===== config.mk =====
export PLATFORM = sky130hd
export DESIGN_NAME = sha256_stream_hasher
export DESIGN_NICKNAME = d
export VERILOG_FILES = /design/src/rtl/core/sha_pkg.sv /design/src/rtl/core/sha256_stream_hasher.sv /design/src/rtl/core/sha_front.sv /design/src/rtl/core/sha_queue.sv /design/src/rtl/core/sha_engine.sv
export SDC_FILE = /design/constraint.sdc
export NUM_CORES = 2
export LEC_CHECK = 0
export BUFFER_PORTS_ARGS = -buffer_cell sky130_fd_sc_hd__buf_4
export CORE_UTILIZATION = 59
export DETAILED_ROUTE_END_ITERATION = 7
export PLACE_DENSITY = 0.82
export SLEW_MARGIN = 20
export SYNTH_ARGS = -nofsm -noshare
export SYNTH_HDL_FRONTEND = slang
export SYNTH_HIERARCHICAL = 1
export SYNTH_SLANG_ARGS = --single-unit

===== constraint.sdc =====
create_clock -name clk -period 14.4 [get_ports clk]
set_input_delay 2.88 -clock clk [delete_from_list [all_inputs] [get_ports clk]]
set_output_delay 2.88 -clock clk [all_outputs]
set_load 0.005 [all_outputs]

===== src/rtl/core/sha_pkg.sv =====
`timescale 1ns / 1ps
// ----------------------------------------------------------------------------
// SHA-256 package
// Payload types, queue entry type, round constants and initial hash values.
// ----------------------------------------------------------------------------
package sha_pkg;

  typedef struct packed {
    logic       command;
    logic [7:0] data_byte;
  } in_item_t;

  typedef struct packed {
    logic [31:0] digest_word;
    logic [2:0]  word_index;
    logic        last_word;
  } out_item_t;

  localparam logic CMD_ABSORB = 1'b0;
  localparam logic CMD_FINISH = 1'b1;

  // Queue entry from the front end: one byte for the block buffer, and flags
  // telling the back end when the block is complete and whether it is final.
  typedef struct packed {
    logic [7:0] byte_val;
    logic       end_block;
    logic       end_msg;
  } byte_op_t;

  localparam int QDepth = 4;
  localparam int QIdxW  = $clog2(QDepth);

  function automatic logic [31:0] round_k(input logic [5:0] r);
    logic [31:0] k;
    case (r)
      6'd0:  k = 32'h428a2f98; 6'd1:  k = 32'h71374491; 6'd2:  k = 32'hb5c0fbcf;
      6'd3:  k = 32'he9b5dba5; 6'd4:  k = 32'h3956c25b; 6'd5:  k = 32'h59f111f1;
      6'd6:  k = 32'h923f82a4; 6'd7:  k = 32'hab1c5ed5; 6'd8:  k = 32'hd807aa98;
      6'd9:  k = 32'h12835b01; 6'd10: k = 32'h243185be; 6'd11: k = 32'h550c7dc3;
      6'd12: k = 32'h72be5d74; 6'd13: k = 32'h80deb1fe; 6'd14: k = 32'h9bdc06a7;
      6'd15: k = 32'hc19bf174; 6'd16: k = 32'he49b69c1; 6'd17: k = 32'hefbe4786;
      6'd18: k = 32'h0fc19dc6; 6'd19: k = 32'h240ca1cc; 6'd20: k = 32'h2de92c6f;
      6'd21: k = 32'h4a7484aa; 6'd22: k = 32'h5cb0a9dc; 6'd23: k = 32'h76f988da;
      6'd24: k = 32'h983e5152; 6'd25: k = 32'ha831c66d; 6'd26: k = 32'hb00327c8;
      6'd27: k = 32'hbf597fc7; 6'd28: k = 32'hc6e00bf3; 6'd29: k = 32'hd5a79147;
      6'd30: k = 32'h06ca6351; 6'd31: k = 32'h14292967; 6'd32: k = 32'h27b70a85;
      6'd33: k = 32'h2e1b2138; 6'd34: k = 32'h4d2c6dfc; 6'd35: k = 32'h53380d13;
      6'd36: k = 32'h650a7354; 6'd37: k = 32'h766a0abb; 6'd38: k = 32'h81c2c92e;
      6'd39: k = 32'h92722c85; 6'd40: k = 32'ha2bfe8a1; 6'd41: k = 32'ha81a664b;
      6'd42: k = 32'hc24b8b70; 6'd43: k = 32'hc76c51a3; 6'd44: k = 32'hd192e819;
      6'd45: k = 32'hd6990624; 6'd46: k = 32'hf40e3585; 6'd47: k = 32'h106aa070;
      6'd48: k = 32'h19a4c116; 6'd49: k = 32'h1e376c08; 6'd50: k = 32'h2748774c;
      6'd51: k = 32'h34b0bcb5; 6'd52: k = 32'h391c0cb3; 6'd53: k = 32'h4ed8aa4a;
      6'd54: k = 32'h5b9cca4f; 6'd55: k = 32'h682e6ff3; 6'd56: k = 32'h748f82ee;
      6'd57: k = 32'h78a5636f; 6'd58: k = 32'h84c87814; 6'd59: k = 32'h8cc70208;
      6'd60: k = 32'h90befffa; 6'd61: k = 32'ha4506ceb; 6'd62: k = 32'hbef9a3f7;
      default: k = 32'hc67178f2;
    endcase
    return k;
  endfunction

  function automatic logic [31:0] init_h(input logic [2:0] i);
    logic [31:0] h;
    case (i)
      3'd0: h = 32'h6a09e667; 3'd1: h = 32'hbb67ae85;
      3'd2: h = 32'h3c6ef372; 3'd3: h = 32'ha54ff53a;
      3'd4: h = 32'h510e527f; 3'd5: h = 32'h9b05688c;
      3'd6: h = 32'h1f83d9ab;
      default: h = 32'h5be0cd19;
    endcase
    return h;
  endfunction

endpackage


===== src/rtl/core/sha256_stream_hasher.sv =====
`timescale 1ns / 1ps
// ----------------------------------------------------------------------------
// SHA-256 stream hasher
// Byte-serial SHA-256: absorb requests feed bytes, a finish request pads the
// message and returns eight digest words.
// ----------------------------------------------------------------------------
//  channel | ports                        | carries
//  in      | in_valid/in_ready/in_data    | command, data_byte
//  out     | out_valid/out_ready/out_data | digest_word, word_index, last_word
//
// Each accepted data byte goes straight into the queue; the back end fills
// each 64-byte block with one queue pop per byte, then runs the 64 rounds
// and an add step in the single round unit, which sets the sustained rate.
// A finish request holds in_ready low while the front end generates padding
// (up to 72 bytes); digest words follow one per accepted out request.
// Reset (rst_n, synchronous) restores the initial hash and clears counters.
// The four-entry queue lets the front end accept up to four bytes while rounds run.
// ----------------------------------------------------------------------------
module sha256_stream_hasher (
  input  logic               clk,
  input  logic               rst_n,
  input  logic               in_valid,
  output logic               in_ready,
  input  sha_pkg::in_item_t  in_data,
  output logic               out_valid,
  input  logic               out_ready,
  output sha_pkg::out_item_t out_data
);
  import sha_pkg::*;

  logic     q_push, q_full, q_pop, q_empty;
  byte_op_t q_wdata, q_rdata;

  sha_front u_front (
    .clk, .rst_n, .in_valid, .in_ready, .in_data,
    .q_push, .q_data(q_wdata), .q_full
  );

  sha_queue u_queue (
    .clk, .rst_n, .push(q_push), .push_data(q_wdata), .full(q_full),
    .pop(q_pop), .pop_data(q_rdata), .empty(q_empty)
  );

  sha_engine u_engine (
    .clk, .rst_n, .q_empty, .q_data(q_rdata), .q_pop,
    .out_valid, .out_ready, .out_data
  );

`ifndef SYNTHESIS
  a_out_hold: assert property (@(posedge clk) disable iff (!rst_n)
    (out_valid && !out_ready) |=> (out_valid && $stable(out_data)))
    else $error("output dropped while stalled");
  a_idx_step: assert property (@(posedge clk) disable iff (!rst_n)
    (out_valid && out_ready && !out_data.last_word) |=>
      (out_valid && out_data.word_index == $past(out_data.word_index) + 3'd1))
    else $error("digest word skipped");
  a_last_only7: assert property (@(posedge clk) disable iff (!rst_n)
    out_valid |-> (out_data.last_word == (out_data.word_index == 3'd7)))
    else $error("last flag mismatch");
`endif
endmodule


===== src/rtl/core/sha_front.sv =====
`timescale 1ns / 1ps
// ----------------------------------------------------------------------------
// SHA-256 front end
// Accepts requests, counts message bytes and expands a finish request into
// the padding and length bytes, one queue entry per cycle while the queue has room.
// ----------------------------------------------------------------------------
module sha_front (
  input  logic              clk,
  input  logic              rst_n,
  input  logic              in_valid,
  output logic              in_ready,
  input  sha_pkg::in_item_t in_data,
  output logic              q_push,
  output sha_pkg::byte_op_t q_data,
  input  logic              q_full
);
  import sha_pkg::*;

  typedef enum logic [1:0] {S_DATA, S_ZERO, S_LEN} state_t;

  state_t      state_r, state_nxt;
  logic [60:0] cnt_r, cnt_nxt;
  logic [63:0] bits_r, bits_nxt;
  logic [2:0]  len_idx_r, len_idx_nxt;
  logic [5:0]  pos;

  assign pos      = cnt_r[5:0];
  assign in_ready = (state_r == S_DATA) && !q_full;

  always_comb begin
    state_nxt   = state_r;
    cnt_nxt     = cnt_r;
    bits_nxt    = bits_r;
    len_idx_nxt = len_idx_r;
    q_push      = 1'b0;
    q_data      = '0;
    case (state_r)
      S_DATA: begin
        if (in_valid && !q_full) begin
          q_push = 1'b1;
          cnt_nxt = cnt_r + 61'd1;
          q_data.end_block = (pos == 6'd63);
          if (in_data.command == CMD_ABSORB) begin
            q_data.byte_val = in_data.data_byte;
          end else begin
            q_data.byte_val = 8'h80;
            bits_nxt = {cnt_r, 3'b000};
            len_idx_nxt = 3'd0;
            state_nxt = (pos == 6'd55) ? S_LEN : S_ZERO;
          end
        end
      end
      S_ZERO: begin
        if (!q_full) begin
          q_push = 1'b1;
          q_data.byte_val = 8'h00;
          q_data.end_block = (pos == 6'd63);
          cnt_nxt = cnt_r + 61'd1;
          if (pos == 6'd55) state_nxt = S_LEN;
        end
      end
      S_LEN: begin
        if (!q_full) begin
          q_push = 1'b1;
          q_data.byte_val = bits_r[63:56];
          bits_nxt = {bits_r[55:0], 8'h00};
          len_idx_nxt = len_idx_r + 3'd1;
          if (len_idx_r == 3'd7) begin
            q_data.end_block = 1'b1;
            q_data.end_msg = 1'b1;
            cnt_nxt = '0;
            state_nxt = S_DATA;
          end else begin
            cnt_nxt = cnt_r + 61'd1;
          end
        end
      end
      default: state_nxt = S_DATA;
    endcase
  end

  always_ff @(posedge clk) begin
    if (!rst_n) begin
      state_r   <= S_DATA;
      cnt_r     <= '0;
      len_idx_r <= '0;
    end else begin
      state_r   <= state_nxt;
      cnt_r     <= cnt_nxt;
      len_idx_r <= len_idx_nxt;
    end
    bits_r <= bits_nxt;
  end

`ifndef SYNTHESIS
  a_len_last: assert property (@(posedge clk) disable iff (!rst_n)
    (q_push && q_data.end_msg) |-> (pos == 6'd63))
    else $error("message end off block boundary");
  a_busy_no_ready: assert property (@(posedge clk) disable iff (!rst_n)
    (state_r != S_DATA) |-> !in_ready)
    else $error("ready while padding");
  a_len_enter: assert property (@(posedge clk) disable iff (!rst_n)
    (state_r == S_LEN && $past(state_r) != S_LEN) |-> (len_idx_r == 3'd0))
    else $error("length index not cleared");
`endif
endmodule


===== src/rtl/core/sha_queue.sv =====
`timescale 1ns / 1ps
// ----------------------------------------------------------------------------
// SHA-256 byte queue
// Small FIFO between the front end and the compression engine.
// ----------------------------------------------------------------------------
module sha_queue (
  input  logic              clk,
  input  logic              rst_n,
  input  logic              push,
  input  sha_pkg::byte_op_t push_data,
  output logic              full,
  input  logic              pop,
  output sha_pkg::byte_op_t pop_data,
  output logic              empty
);
  import sha_pkg::*;

  byte_op_t           mem_r [QDepth];
  logic [QIdxW-1:0]   wp_r, rp_r;
  logic [QIdxW:0]     cnt_r;

  assign full     = (cnt_r == (QIdxW+1)'(QDepth));
  assign empty    = (cnt_r == '0);
  assign pop_data = mem_r[rp_r];

  always_ff @(posedge clk) begin
    if (!rst_n) begin
      wp_r  <= '0;
      rp_r  <= '0;
      cnt_r <= '0;
    end else begin
      if (push && !full) wp_r <= wp_r + 1'b1;
      if (pop && !empty) rp_r <= rp_r + 1'b1;
      cnt_r <= cnt_r + (QIdxW+1)'(push && !full) - (QIdxW+1)'(pop && !empty);
    end
    if (push && !full) mem_r[wp_r] <= push_data;
  end

`ifndef SYNTHESIS
  a_no_overflow: assert property (@(posedge clk) disable iff (!rst_n)
    cnt_r <= (QIdxW+1)'(QDepth))
    else $error("queue count overflow");
  a_no_push_full: assert property (@(posedge clk) disable iff (!rst_n)
    push |-> !full)
    else $error("push into full queue");
  a_no_pop_empty: assert property (@(posedge clk) disable iff (!rst_n)
    pop |-> !empty)
    else $error("pop from empty queue");
`endif
endmodule


===== src/rtl/core/sha_engine.sv =====
`timescale 1ns / 1ps
// ----------------------------------------------------------------------------
// SHA-256 compression engine
// Packs bytes into the 16-word schedule window, runs one round per cycle
// and emits the digest words after the final block.
// ----------------------------------------------------------------------------
module sha_engine (
  input  logic               clk,
  input  logic               rst_n,
  input  logic               q_empty,
  input  sha_pkg::byte_op_t  q_data,
  output logic               q_pop,
  output logic               out_valid,
  input  logic               out_ready,
  output sha_pkg::out_item_t out_data
);
  import sha_pkg::*;

  typedef enum logic [1:0] {S_FILL, S_ROUND, S_ADD, S_EMIT} state_t;

  state_t       state_r;
  logic [31:0]  w_r [16];
  logic [31:0]  h_r [8];
  logic [31:0]  v_r [8];
  logic [3:0]   bw_r;      // word index within the 16-word window, 0..15
  logic [1:0]   bsub_r;
  logic [5:0]   rnd_r;
  logic         final_r;
  logic [2:0]   oidx_r;
  logic         ov_r;

  logic [31:0]  wv, w2, w15, s0, s1, t1, t2, ep1, ep0, ch, mj, a, e;

  function automatic logic [31:0] rotr(input logic [31:0] x, input int n);
    return (x >> n) | (x << (32 - n));
  endfunction

  assign q_pop     = (state_r == S_FILL) && !q_empty;
  assign out_valid = ov_r;
  assign out_data.digest_word = h_r[oidx_r];
  assign out_data.word_index  = oidx_r;
  assign out_data.last_word   = (oidx_r == 3'd7);

  // During the rounds w_r[0] holds W[r]; the window shifts one word per round.
  always_comb begin
    w2  = w_r[14];
    w15 = w_r[1];
    s1  = rotr(w2, 17) ^ rotr(w2, 19) ^ (w2 >> 10);
    s0  = rotr(w15, 7) ^ rotr(w15, 18) ^ (w15 >> 3);
    wv  = s1 + w_r[9] + s0 + w_r[0];
    a   = v_r[0];
    e   = v_r[4];
    ep1 = rotr(e, 6) ^ rotr(e, 11) ^ rotr(e, 25);
    ep0 = rotr(a, 2) ^ rotr(a, 13) ^ rotr(a, 22);
    ch  = (e & v_r[5]) ^ (~e & v_r[6]);
    mj  = (a & v_r[1]) ^ (a & v_r[2]) ^ (v_r[1] & v_r[2]);
    t1  = v_r[7] + ep1 + ch + round_k(rnd_r) + w_r[0];
    t2  = ep0 + mj;
  end

  always_ff @(posedge clk) begin
    if (!rst_n) begin
      state_r <= S_FILL;
      bw_r    <= '0;
      bsub_r  <= '0;
      rnd_r   <= '0;
      final_r <= 1'b0;
      oidx_r  <= '0;
      ov_r    <= 1'b0;
      for (int j = 0; j < 8; j++) h_r[j] <= init_h(3'(j));
    end else begin
      case (state_r)
        S_FILL: begin
          if (!q_empty) begin
            w_r[bw_r] <= {w_r[bw_r][23:0], q_data.byte_val};
            bsub_r <= bsub_r + 2'd1;
            if (bsub_r == 2'd3) bw_r <= bw_r + 4'd1;
            if (q_data.end_block) begin
              final_r <= q_data.end_msg;
              rnd_r   <= '0;
              for (int j = 0; j < 8; j++) v_r[j] <= h_r[j];
              state_r <= S_ROUND;
            end
          end
        end
        S_ROUND: begin
          for (int j = 0; j < 15; j++) w_r[j] <= w_r[j+1];
          w_r[15] <= wv;
          v_r[7] <= v_r[6];
          v_r[6] <= v_r[5];
          v_r[5] <= v_r[4];
          v_r[4] <= v_r[3] + t1;
          v_r[3] <= v_r[2];
          v_r[2] <= v_r[1];
          v_r[1] <= v_r[0];
          v_r[0] <= t1 + t2;
          rnd_r  <= rnd_r + 6'd1;
          if (rnd_r == 6'd63) state_r <= S_ADD;
        end
        S_ADD: begin
          for (int j = 0; j < 8; j++) h_r[j] <= h_r[j] + v_r[j];
          bw_r   <= '0;
          bsub_r <= '0;
          if (final_r) begin
            oidx_r  <= '0;
            ov_r    <= 1'b1;
            state_r <= S_EMIT;
          end else begin
            state_r <= S_FILL;
          end
        end
        S_EMIT: begin
          if (out_ready) begin
            oidx_r <= oidx_r + 3'd1;
            if (oidx_r == 3'd7) begin
              ov_r    <= 1'b0;
              state_r <= S_FILL;
              for (int j = 0; j < 8; j++) h_r[j] <= init_h(3'(j));
            end
          end
        end
        default: state_r <= S_FILL;
      endcase
    end
  end

`ifndef SYNTHESIS
  a_valid_in_emit: assert property (@(posedge clk) disable iff (!rst_n)
    out_valid |-> (state_r == S_EMIT))
    else $error("output valid outside emit");
  a_last_ends: assert property (@(posedge clk) disable iff (!rst_n)
    (out_valid && out_ready && out_data.last_word) |=> !out_valid)
    else $error("valid after last word");
  a_round_start: assert property (@(posedge clk) disable iff (!rst_n)
    (state_r == S_ROUND && $past(state_r) == S_FILL) |-> (rnd_r == 6'd0))
    else $error("round counter not cleared");
`endif
endmodule


-- Word level (Yosys, flattened, before mapping)
Memory sizes are Yosys's and may differ from the RTL's. A register that Yosys moved wholly into a read port is not among the register bits.
Cells that the tools add are included.
W data, S select, Z words.
- div/mod/pow operators: 0
- multiplexer cells: 151
- shifts and indexed selects: 0
- order comparisons: 0
- multiply operators: 0
- $add $sub $neg: 28
- reduce and logical (&&, ||, !) cells: 27
- equal/unequal tests: 25
- bitwise operators: 52
- operators with widths (operator ; number):
    $mux W32 ; 65
    $add A32 B32 Y32 ; 18
    $xor A32 B32 Y32 ; 9
    $mux W61 ; 4
    $mux W64 ; 3
    $pmux W61 S3 ; 1
    $and A32 B32 Y32 ; 5
    $pmux W64 S2 ; 1
    $add A61 B1 Y61 const B ; 1
    $mux W2 ; 17
    $not A32 Y32 ; 1
    $or A10 B32 Y32 ; 1
    $or A13 B32 Y32 ; 1
    $or A14 B32 Y32 ; 1
    $or A15 B32 Y32 ; 1
    $or A19 B32 Y32 ; 1
    $or A21 B32 Y32 ; 1
    $or A25 B32 Y32 ; 1
    $or A26 B32 Y32 ; 1
    $or A30 B32 Y32 ; 1
    $or A7 B32 Y32 ; 1
    $reduce_or A32 Y1 ; 1
    $xor A32 B22 Y32 ; 1
    $xor A32 B29 Y32 ; 1
    41 further kinds ; 145
- word-level logic and storage cells: 302
- memory bits (read-only): 2048
- register bits after elaboration: 156
- RAM bits: 1064
- latch bits: 0
- memories kept: 5
- output and inout port bits: 38
- memory list (memory ; words ; width ; read ports ; clocked after memory_dff ; write ports ; RTL line ; source):
    (name not given) ; 64 ; 32 ; 1 ; 1 ; 0 ; sha_pkg.sv:35 ; case (r)
    u_engine.w_r ; 16 ; 32 ; 17 ; 1 ; 16 ; sha_engine.sv:22 ; logic [31:0] w_r [16];
    u_engine.h_r ; 8 ; 32 ; 9 ; 1 ; 8 ; sha_engine.sv:23 ; logic [31:0] h_r [8];
    u_engine.v_r ; 8 ; 32 ; 8 ; 0 ; 8 ; sha_engine.sv:24 ; logic [31:0] v_r [8];
    u_queue.mem_r ; 4 ; 10 ; 1 ; 1 ; 1 ; sha_queue.sv:18 ; byte_op_t mem_r [QDepth];

-- Logic depth before layout (Yosys ltp)
An unclocked memory read counts as a cell.
- word-level depth: 10
- gate-level depth with buffers: 36
- depth with buffers taken out: 35

-- Hierarchy
Netlist, hierarchy kept.
- modules (own cells, without submodules) (module ; seq. area each (µm²) ; cells an instance ; times used ; area each (µm²)):
    sha_engine ; 30629.4 ; 7045 ; 1 ; 73196.5
    sha_front ; 3153.0 ; 608 ; 1 ; 6336.1
    sha_queue ; 1381.3 ; 103 ; 1 ; 1930.6

-- Worst setup path after synthesis
No wires, ideal clock.
- path kind: input -> register
- start point: in rst_n
- end point: mem u_engine.v_r[0][0] (enable)
- arrival time: 14.300 ns
- path buffers: 3
- setup time: 0.879 ns
- slack: -0.779 ns
- stages on the path: 5
- cell sequence: clkbuf_1 > inv_1 > clkbuf_1 > buf_1 > nor2_1
- RTL lines (item ; RTL line ; source):
    start: declaration ; sha256_stream_hasher.sv:21 ; input logic rst_n,
    end: declaration ; sha_engine.sv:24 ;

==> out/metrics.cfg <==
[global_routing]
grt_antenna_before_repair=11
overflow=0
grt_max_degree=194
grt_pass1_wl_microns=372000
grt_pass1_vias=60700
grt_util_all_layers_pct=35.0

[clock_network]
htreeDepth=4
cts_tree=built
clockBufferDepth=3
insertion_delay_ps=820
hold_buffers=0
cts_setup_buffers=0
cts.sinks=1258
cts_resized=0
root_buffer=clkbuf_16
cts_inserted_buffers=142
clkTransAtPathRegs_ps=60

[timing]
tns_ps=0
grt_setup_unrepaired=false
fin_skew_ps=66.7
maxSlewViolCount=0
final-setup-viol-count=0
hold_viol=0
layout_min_cycle_time_ps=8430
relSlewSlack_pct=22.3
worst-slew-pin-transition_ps=1170
fin_crit_sh_pct=58.6
fmax_mhz=119

[worst_hold_path]
whs_path_depth=2
hp-class=reg2reg

[synth]
synth_fa_ha_area_share_pct=11.2
syn_inst=7756
yosysWarnings=6
synth-edff-count=997
ys_ff_latch=1258
synth_nets=8375
synth_compound_gate_area_share_pct=16.8
seq_area_frac_synth_pct=43.2
synthArstFlopShare_pct=0
synth_top_area_share_pct=36.8
synth_xor_area_share_pct=6.24
syn_area_per_cell_sq_um=10.5
yosys.area_share.simple_pct=11.8
yosysUniqueCellTypes=110
synth_top_family_by_area=compound AO/OA/AOI/OAI gates
synthMuxAreaShare_pct=7.14
synth-main-ff-cell=edfxtp_1
synth_area_leaders=edfxtp_1, dfxtp_1, a21o_1, ha_1, nand2_1
yosys.area.top_type=edfxtp_1
netlist_area_sq_um=81500

[floorplanning]
die_h_microns=374
core_sq_um=136000
dieArea_sq_um=140000
io_pins=51
die_x_microns=374
num_rows=135
start_util_pct=59.8

[setup_path]
crit_path_frequent_cell=inv_1
path_depth=32
end_kind=flip-flop
slowest_delay_ps=590
cp-start-kind=flip-flop
reg2reg_depth=32
path_max_fanout=6
setup.worst_path.class=reg2reg
path_buf_inv=5
critPathArrivalTime_ps=8930
crit_required_ps=14900
cp_top_family=compound AO/OA/AOI/OAI gates
slowest_stage=edfxtp_1

[cells_and_area]
fillers=10500
nets=8186
syn_to_final_growth_pct=7.75
layout-drive-gt1-share_pct=9.42

[detailed_routing]
drtIter0Drc=7919
drt_first_pass_iters=8
drc_errors=0
routedWlPerCell_microns=26.1
via_count=62800
drtAntennaViolNets=0
via_per_inst=6.63
wl_microns=247000

[status]
status=completed

[place]
dp_hpwl_microns=174000
gp_congestion=0.991
io_buffers=50

[run]
drv_cap=0

[per-layer routing]
metal,wire length [microns],track usage (%),up-vias
met5,43,0,-
met1,94600,46.2,30800
li1,-,-,27700
met4,11800,15.3,6
met3,23700,5.92,685
met2,117000,56.8,3500
[synthesized netlist by cell type, types with 13 or more instances]
cell type  number
clkbuf_1      371
nand4_1        46
xnor2_1       396
or3_1          40
nor2_1        310
nor3_1         88
o31ai_1        57
dfxtp_1       261
a211oi_1       48
fa_1          196
nand3_1       129
and2_1         58
a21boi_0       17
a22oi_1        14
o311ai_0       13
a211o_1        14
o21ai_0       365
a221oi_1       13
nor2b_1        51
mux2_2        107
nand2_1      1181
mux4_2        194
o211ai_1       63
buf_1          41
o22ai_1        21
or4_1          23
inv_1         328
buf_2          37
and4_1         16
and3_1         31
ha_1          410
edfxtp_1      997
o21bai_1       49
a21oi_1       446
mux2i_1        24
or2_2          14
a21o_1        694
o21ai_1        33
o21a_1         49
a31oi_1        37
nand2b_1       80
xor2_1        180
[worst paths after layout]
kind,startpoint,endpoint,slack (ps)
setup reg to reg,u_engine/v_r[1][27]$_DFFE_PP_,u_engine/v_r[0][30]$_DFFE_PP_,5970
hold reg to reg,u_queue/rp_r[1]$_SDFFE_PN0P_,flip-flop,470
hold / removal,u_queue/rp_r[1]$_SDFFE_PN0P_,flip-flop,470
setup / recovery,u_engine/v_r[1][27]$_DFFE_PP_,u_engine/v_r[0][30]$_DFFE_PP_,5970
[cell type report]
cell class,count,area [sq um],share of cell area (%)
timing repair buffer,126,991,1.13
multi-input combinational,5707,43500,49.6
sequential,1258,35200,40.1
tap,1781,2230,2.54
inverter,332,1250,1.42
clock inverter,74,791,0.901
clock buffer,185,3810,4.34
antenna,3,7.51,0.00855
[registers in the layout, summed over array words and instances, names as in the netlist, named ones only]
name / count
u_engine/bsub_r: 2
u_engine/out_valid: 1
u_engine/rnd_r: 6
u_engine/w_r: 512
u_engine/oidx_r: 3
u_engine/v_r: 256
u_queue/cnt_r: 3
u_front/bits_r: 61
u_front/len_idx_r: 3
u_queue/mem_r: 40
u_queue/wp_r: 2
u_front/cnt_r: 61
u_queue/rp_r: 2
u_engine/h_r: 256
u_front/state_r: 2
u_engine/final_r: 1
u_engine/bw_r: 4
u_engine/state_r: 2
[cells in the final DEF, fill, tap and decap left out, types with 33 or more instances in the layout]
master	n
a211oi_1	48
a21o_1	694
a21oi_1	445
a31oi_1	37
and2_1	58
buf_4	122
clkbuf_1	35
clkbuf_16	143
clkinv_1	33
dfxtp_1	255
edfxtp_1	997
fa_1	196
ha_1	409
inv_1	326
mux2_2	107
mux4_2	194
nand2_1	1177
nand2b_1	79
nand3_1	129
nand4_1	46
nor2_1	306
nor2b_1	50
nor3_1	88
o211ai_1	63
o21a_1	49
o21ai_0	349
o21bai_1	49
o31ai_1	55
or3_1	40
xnor2_1	396
xor2_1	180
[worst min-delay path, stage by stage (launching register included)]
cell and delay, ps:
dfxtp_1 310, o21ai_0 70, a21boi_1 70
[metrics by stage]
stage / cell area [sq um] / setup WS (ps) / std cells / hold WS, ps / util [%]
2_1_floorplan: 81500 / 3590 / 7756 / 438 / -
3_3_place_gp: 83200 / 6060 / 9203 / 445 / 61.1
3_5_place_dp: 83200 / 6090 / 9203 / 466 / 61.1
4_1_cts: 87800 / 6090 / 9462 / 461 / 64.5
5_1_grt: 87800 / 5620 / 9463 / 476 / 64.5
6_report: 87800 / 5970 / 9466 / 474 / 64.5
[kinds of logic after synthesis]
family	after synthesis
simple gates	2130
xor+xnor	578
buf+inv	791
fa+ha+maj	610
flops	1258
compound gates	2064
mux	325
Power is left out: the tool's default activity adds up to more than one toggle a clock period on the data nets, which glitch-free logic cannot reach.
